`config.mk`:
```
export PLATFORM = sky130hd
export DESIGN_NAME = dsd_ctrl
export DESIGN_NICKNAME = d
export VERILOG_FILES = /design/src/rtl/core/assert_macros.svh /design/src/rtl/core/dsd_pkg.sv /design/src/rtl/core/dsd_ctrl.sv
export SDC_FILE = /design/constraint.sdc
export NUM_CORES = 1
export LEC_CHECK = 0
export ABC_AREA = 1
export BUFFER_PORTS_ARGS = -buffer_cell sky130_fd_sc_hd__buf_2
export CORE_MARGIN = 2
export CORE_UTILIZATION = 31
export CTS_BUF_LIST = sky130_fd_sc_hd__clkbuf_8
export DETAILED_ROUTE_END_ITERATION = 12
export PLACE_DENSITY = 0.7
export SLEW_MARGIN = 25
export SYNTH_ARGS = -nofsm -noshare
export SYNTH_HDL_FRONTEND = slang
export SYNTH_SLANG_ARGS = --single-unit
```
`constraint.sdc`:
```
create_clock -name clk -period 1.4 [get_ports clk]
set_input_delay 0.28 -clock clk [delete_from_list [all_inputs] [get_ports clk]]
set_output_delay 0.28 -clock clk [all_outputs]
set_load 0.01 [all_outputs]
```
`src/rtl/core/assert_macros.svh`:
```
// assertion macros for the rtl
`ifndef ASSERT_MACROS_SVH
`define ASSERT_MACROS_SVH

// clocked assertion, off while reset is held
`define DSD_ASSERT(label, prop, msg) \
  label: assert property (@(posedge clk) disable iff (!rst_n) prop) else $error(msg);

// clocked assertion checked during reset too
`define DSD_ASSERT_ALWAYS(label, prop, msg) \
  label: assert property (@(posedge clk) prop) else $error(msg);

`endif

```
`src/rtl/core/dsd_pkg.sv`:
```
// package: types, codes and defaults of the distinguishability table block
package dsd_pkg;

  localparam int MaxStatesDef  = 64;
  localparam int MaxSymbolsDef = 16;

  localparam logic [1:0] OP_MARK  = 2'd0;
  localparam logic [1:0] OP_LOAD  = 2'd1;
  localparam logic [1:0] OP_RUN   = 2'd2;
  localparam logic [1:0] OP_CLEAR = 2'd3;

  localparam logic [1:0] CFG_NUM_STATES  = 2'd0;
  localparam logic [1:0] CFG_NUM_SYMBOLS = 2'd1;

  localparam int EntryW = 7;

  typedef struct packed {
    logic [1:0] opcode;
    logic [5:0] source_state;
    logic [3:0] symbol_index;
    logic [5:0] target_state;
  } dsd_in_t;

  typedef struct packed {
    logic [5:0]  row_index;
    logic [63:0] row_bits;
    logic        last_row;
  } dsd_out_t;

  typedef struct packed {
    logic accept;
    logic sweep_wr;
    logic init_wr;
    logic i_rst;
    logic p_set1;
    logic p_inc;
    logic rowp_rd;
    logic rowp_ld;
    logic q_inc;
    logic s_rst;
    logic s_inc;
    logic eval;
    logic wr_p;
    logic wr_q;
    logic chg_clr;
    logic em_rd;
    logic em_out;
  } dsd_cmd_t;

  typedef struct packed {
    logic sweep_last;
    logic i_last;
    logic n_one;
    logic p_last;
    logic q_eq_p;
    logic rowp_q;
    logic s_last;
    logic hit;
    logic changed;
  } dsd_sts_t;

endpackage

```
`src/rtl/core/dsd_ctrl.sv`:
```
// controller: sequences load, clearing sweep, table filling and row output
module dsd_ctrl
  import dsd_pkg::*;
(
  input  logic       clk,
  input  logic       rst_n,
  input  logic       start,
  input  logic [1:0] opcode,
  input  dsd_sts_t   sts,
  output dsd_cmd_t   cmd,
  output logic       busy
);

  localparam logic [3:0] S_IDLE  = 4'd0;
  localparam logic [3:0] S_SWEEP = 4'd1;
  localparam logic [3:0] S_INIT  = 4'd2;
  localparam logic [3:0] S_ROWRD = 4'd3;
  localparam logic [3:0] S_ROWWT = 4'd4;
  localparam logic [3:0] S_PAIR  = 4'd5;
  localparam logic [3:0] S_TRD   = 4'd6;
  localparam logic [3:0] S_TWT   = 4'd7;
  localparam logic [3:0] S_MCHK  = 4'd8;
  localparam logic [3:0] S_WRP   = 4'd9;
  localparam logic [3:0] S_WRQ   = 4'd10;
  localparam logic [3:0] S_EMRD  = 4'd11;
  localparam logic [3:0] S_EMIT  = 4'd12;

  logic [3:0] state_r, state_nxt;

  always_ff @(posedge clk) begin
    if (!rst_n) begin
      state_r <= S_SWEEP;
    end else begin
      state_r <= state_nxt;
    end
  end

  assign busy = (state_r != S_IDLE);

  always_comb begin
    cmd       = '0;
    state_nxt = state_r;
    unique case (state_r)
      S_IDLE: begin
        if (start) begin
          cmd.accept = 1'b1;
          unique case (opcode)
            OP_RUN: begin
              cmd.i_rst = 1'b1;
              state_nxt = S_INIT;
            end
            OP_CLEAR: state_nxt = S_SWEEP;
            default:  state_nxt = S_IDLE;
          endcase
        end
      end
      S_SWEEP: begin
        cmd.sweep_wr = 1'b1;
        if (sts.sweep_last) begin
          state_nxt = S_IDLE;
        end
      end
      S_INIT: begin
        cmd.init_wr = 1'b1;
        if (sts.i_last) begin
          if (sts.n_one) begin
            cmd.i_rst = 1'b1;
            state_nxt = S_EMRD;
          end else begin
            cmd.p_set1  = 1'b1;
            cmd.chg_clr = 1'b1;
            state_nxt   = S_ROWRD;
          end
        end
      end
      S_ROWRD: begin
        cmd.rowp_rd = 1'b1;
        state_nxt   = S_ROWWT;
      end
      S_ROWWT: begin
        cmd.rowp_ld = 1'b1;
        state_nxt   = S_PAIR;
      end
      S_PAIR: begin
        priority if (sts.q_eq_p) begin
          if (sts.p_last) begin
            if (sts.changed) begin
              cmd.chg_clr = 1'b1;
              cmd.p_set1  = 1'b1;
              state_nxt   = S_ROWRD;
            end else begin
              cmd.i_rst = 1'b1;
              state_nxt = S_EMRD;
            end
          end else begin
            cmd.p_inc = 1'b1;
            state_nxt = S_ROWRD;
          end
        end else if (sts.rowp_q) begin
          cmd.q_inc = 1'b1;
        end else begin
          cmd.s_rst = 1'b1;
          state_nxt = S_TRD;
        end
      end
      S_TRD: state_nxt = S_TWT;
      S_TWT: begin
        cmd.eval  = 1'b1;
        state_nxt = S_MCHK;
      end
      S_MCHK: begin
        priority if (sts.hit) begin
          state_nxt = S_WRP;
        end else if (sts.s_last) begin
          cmd.q_inc = 1'b1;
          state_nxt = S_PAIR;
        end else begin
          cmd.s_inc = 1'b1;
          state_nxt = S_TRD;
        end
      end
      S_WRP: begin
        cmd.wr_p  = 1'b1;
        state_nxt = S_WRQ;
      end
      S_WRQ: begin
        cmd.wr_q  = 1'b1;
        cmd.q_inc = 1'b1;
        state_nxt = S_PAIR;
      end
      S_EMRD: begin
        cmd.em_rd = 1'b1;
        state_nxt = S_EMIT;
      end
      S_EMIT: begin
        cmd.em_out = 1'b1;
        state_nxt  = sts.i_last ? S_IDLE : S_EMRD;
      end
      default: state_nxt = S_IDLE;
    endcase
  end

endmodule

```
==> impl_metrics.toml <==
[hold_path]
hp-class = "input port to register"
hold_start = "rst_n"
min_to = "state_r[3]$_SDFFE_PN0P_"
hold_path_depth = 3

[cells_and_area]
reg.largest.list = "state_r x4"
largest_register_ff_count = 4
regMostFlops = "state_r"
num-nets-final = 175
diodes = 0
syn_to_final_growth_pct = 94.0
post-route-cell-area_sq_mm = 0.00105
fin_util = 0.621
drive_gt1_frac = 0.560

[setup_path]
reg2regPathDepth = 10
reg2reg_from = "state_r[3]$_SDFFE_PN0P_"
timing.rr.end = "state_r[3]$_SDFFE_PN0P_"
regToRegSetupSlack_ns = 0.09
setup.worst_path.end_class = "primary output"
path_max_fanout = 5
crit_start = "state_r[0]$_SDFFE_PN1P_"
cp.required_ns = 1.12
crit_type = "register to primary output"
start_kind = "register"
cp_data_arrival_time_ns = 1.31

[sta]
slew_headroom = 0.884
rsz0062_at_grt = "yes"
max_freq_mhz = 630
min_period_ns = 1.59
slew_violations = 0
finClkSkew_ns = 0.00738
timing.hold.ws_ns = 0.308
fin_crit_sh = 1.13
worstMarginPinSlew_ns = 0.173
hold_violations = 0
finalSetupTns_ns = -1.79
layout_setup_ws_ns = -0.187
setup_violations = 17

[drt]
viasPerCell = 4.99
drc = 0
ant_nets = 0
vias = 879
wl_per_cell_um = 11.9
drt_wl_total_um = 2100
first_iter_violations = 40
firstDrtPassIters = 4

[global_route]
antenna_found_initial = 0
grt_pass1_vias = 708
grt.total_usage = 0.191
grt_pass1_wl_um = 2870
grt.overflow.total = 0
grt_max_degree = 7

[die]
initial_core_util = 0.320
io_pins = 32
die_height_um = 45.8
die_x_um = 45.8
num_rows = 15
dieArea_sq_mm = 0.00209
coreArea_sq_mm = 0.00169

[job]
cap_violations = 0

[power_and_ir_drop]
p_leak_nw = 0.655
cellPowerDensity_mw_per_mm2 = 656
ir_drop_uv = 599
power.switching_w = 0.000257
internal_power_w = 0.000430
pwr-share-comb = 0.421
p_clk_frac = 0.373
power_frac_seq = 0.206
switching_share = 0.374

[yosys]
synth_warnings = 0
syn_area_per_cell_sq_um = 4.96
yosysUniqueCellTypes = 17
synthCells = 109
syn-num-nets = 123
yosysSeqAreaShare = 0.148
ys_ff_latch = 4
syn_area_sq_um = 541

[cts]
postCtsHoldBufs = 0
clk_latency_ns = 0.23
clockBufferDepth = 2
path_clk_slew_ns = 0.04
cts_tree = "built"
cts.htree.levels = 1
clock_sinks = 4
cts_buffers = 3
cts_root_buf = "clkbuf_8"

[placement]
place.gp.congestion = 0.901
dpl.hpwl_um = 1440
placement.cell_area_sq_um = 798
portBuffers = 31

[status]
status = "complete, but fails checks"
failed_checks = "setup timing"
[cell usage after synthesis (all sizes together)]
cell type,n,area share
a21oi,2,0.019
a31oi,1,0.012
buf,1,0.014
dfxtp,4,0.15
inv,19,0.13
nand2,37,0.27
nand3,7,0.065
nand3b,2,0.028
nor2,31,0.26
nor3,1,0.0093
o221ai,1,0.016
o22ai,2,0.023
or2,1,0.012
[layout by cell type (no fill, tap or decap)]
cell type  count
nor2_4        11
o22ai_2        1
buf_6          6
inv_1         10
buf_4         16
nand3b_1       2
nand3_1        7
a31oi_1        1
or2_1          1
inv_2          8
a21oi_1        2
nand2_4        4
clkbuf_8       3
nand2_2        7
nor3_1         1
buf_2         26
nand2_1       26
dfxtp_4        4
o22ai_1        1
o221ai_2       1
nor2_1        19
nor2_2         1
inv_4          1
[worst max path at each step]
| stage | endpoint | slack [ns] | cells past startpoint |
|---|---|---|---|
| 2_1_floorplan | cmd[12] | -0.02 | 6 |
| 3_3_place_gp | cmd[2] | -0.009 | 5 |
| 3_5_place_dp | cmd[8] | -0.05 | 7 |
| 4_1_cts | cmd[12] | -0.16 | 6 |
| 5_1_grt | cmd[12] | -0.27 | 6 |
| 6_report | cmd[7] | -0.19 | 6 |
[kinds of logic (layout without fill, tap and decap cells)]
logic type	Yosys count	after routing	share of synthesized area
compound gates	6	6	0.0695
simple gates	79	79	0.637
buf+inv	20	70	0.146
flops	4	4	0.148
[layout make-up]
class | instances | area [sq um]
fill | 132 | 641
sequential | 4 | 95.1
tap | 17 | 21.3
timing repair buffer | 48 | 318
multi-input combinational | 85 | 499
clock buffer | 3 | 41.3
inverter | 19 | 73.8
[what timing repair did]
item	CTS	global route
setup endpoints to repair	15	18
buffers inserted	5	4
pin swaps	2	4
endpoints found under the hold margin	0	0
gates resized for setup	20	25
[routing by layer]
layer	up-vias	GRT usage	part of all wire
met2	46	0.296	0.52
met4	0	0.0971	0.019
li1	435	-	-
met3	4	0.0437	0.071
met1	394	0.246	0.39
met5	-	0	0
[worst max-delay path, cell delays in order, from the launching register on]
cell	delay, ns
dfxtp_4	0.37
inv_2	0.06
nor2_4	0.12
nand2_2	0.08
or2_1	0.23
nor2_1	0.09
buf_2	0.13
[power groups by stage]
stage               logic [W]  clock network [W]  registers [W]
floorplan            0.000124                  0       0.000142
global placement     0.000229                  0       0.000143
detailed placement   0.000231                  0       0.000143
CTS                  0.000252           0.000259       0.000141
global route         0.000315           0.000269       0.000144
finish               0.000289           0.000256       0.000142
[metrics by stage]
stage                     instances  setup WS [ns]  total power, W
after floorplan                 109        -0.0178        0.000266
after global placement          165       -0.00872        0.000372
after detailed placement        165        -0.0525        0.000374
after CTS                       173         -0.161        0.000652
after global routing            176         -0.270        0.000727
final                           176         -0.187        0.000687
Note: power is estimated with default switching activity, not from simulation.
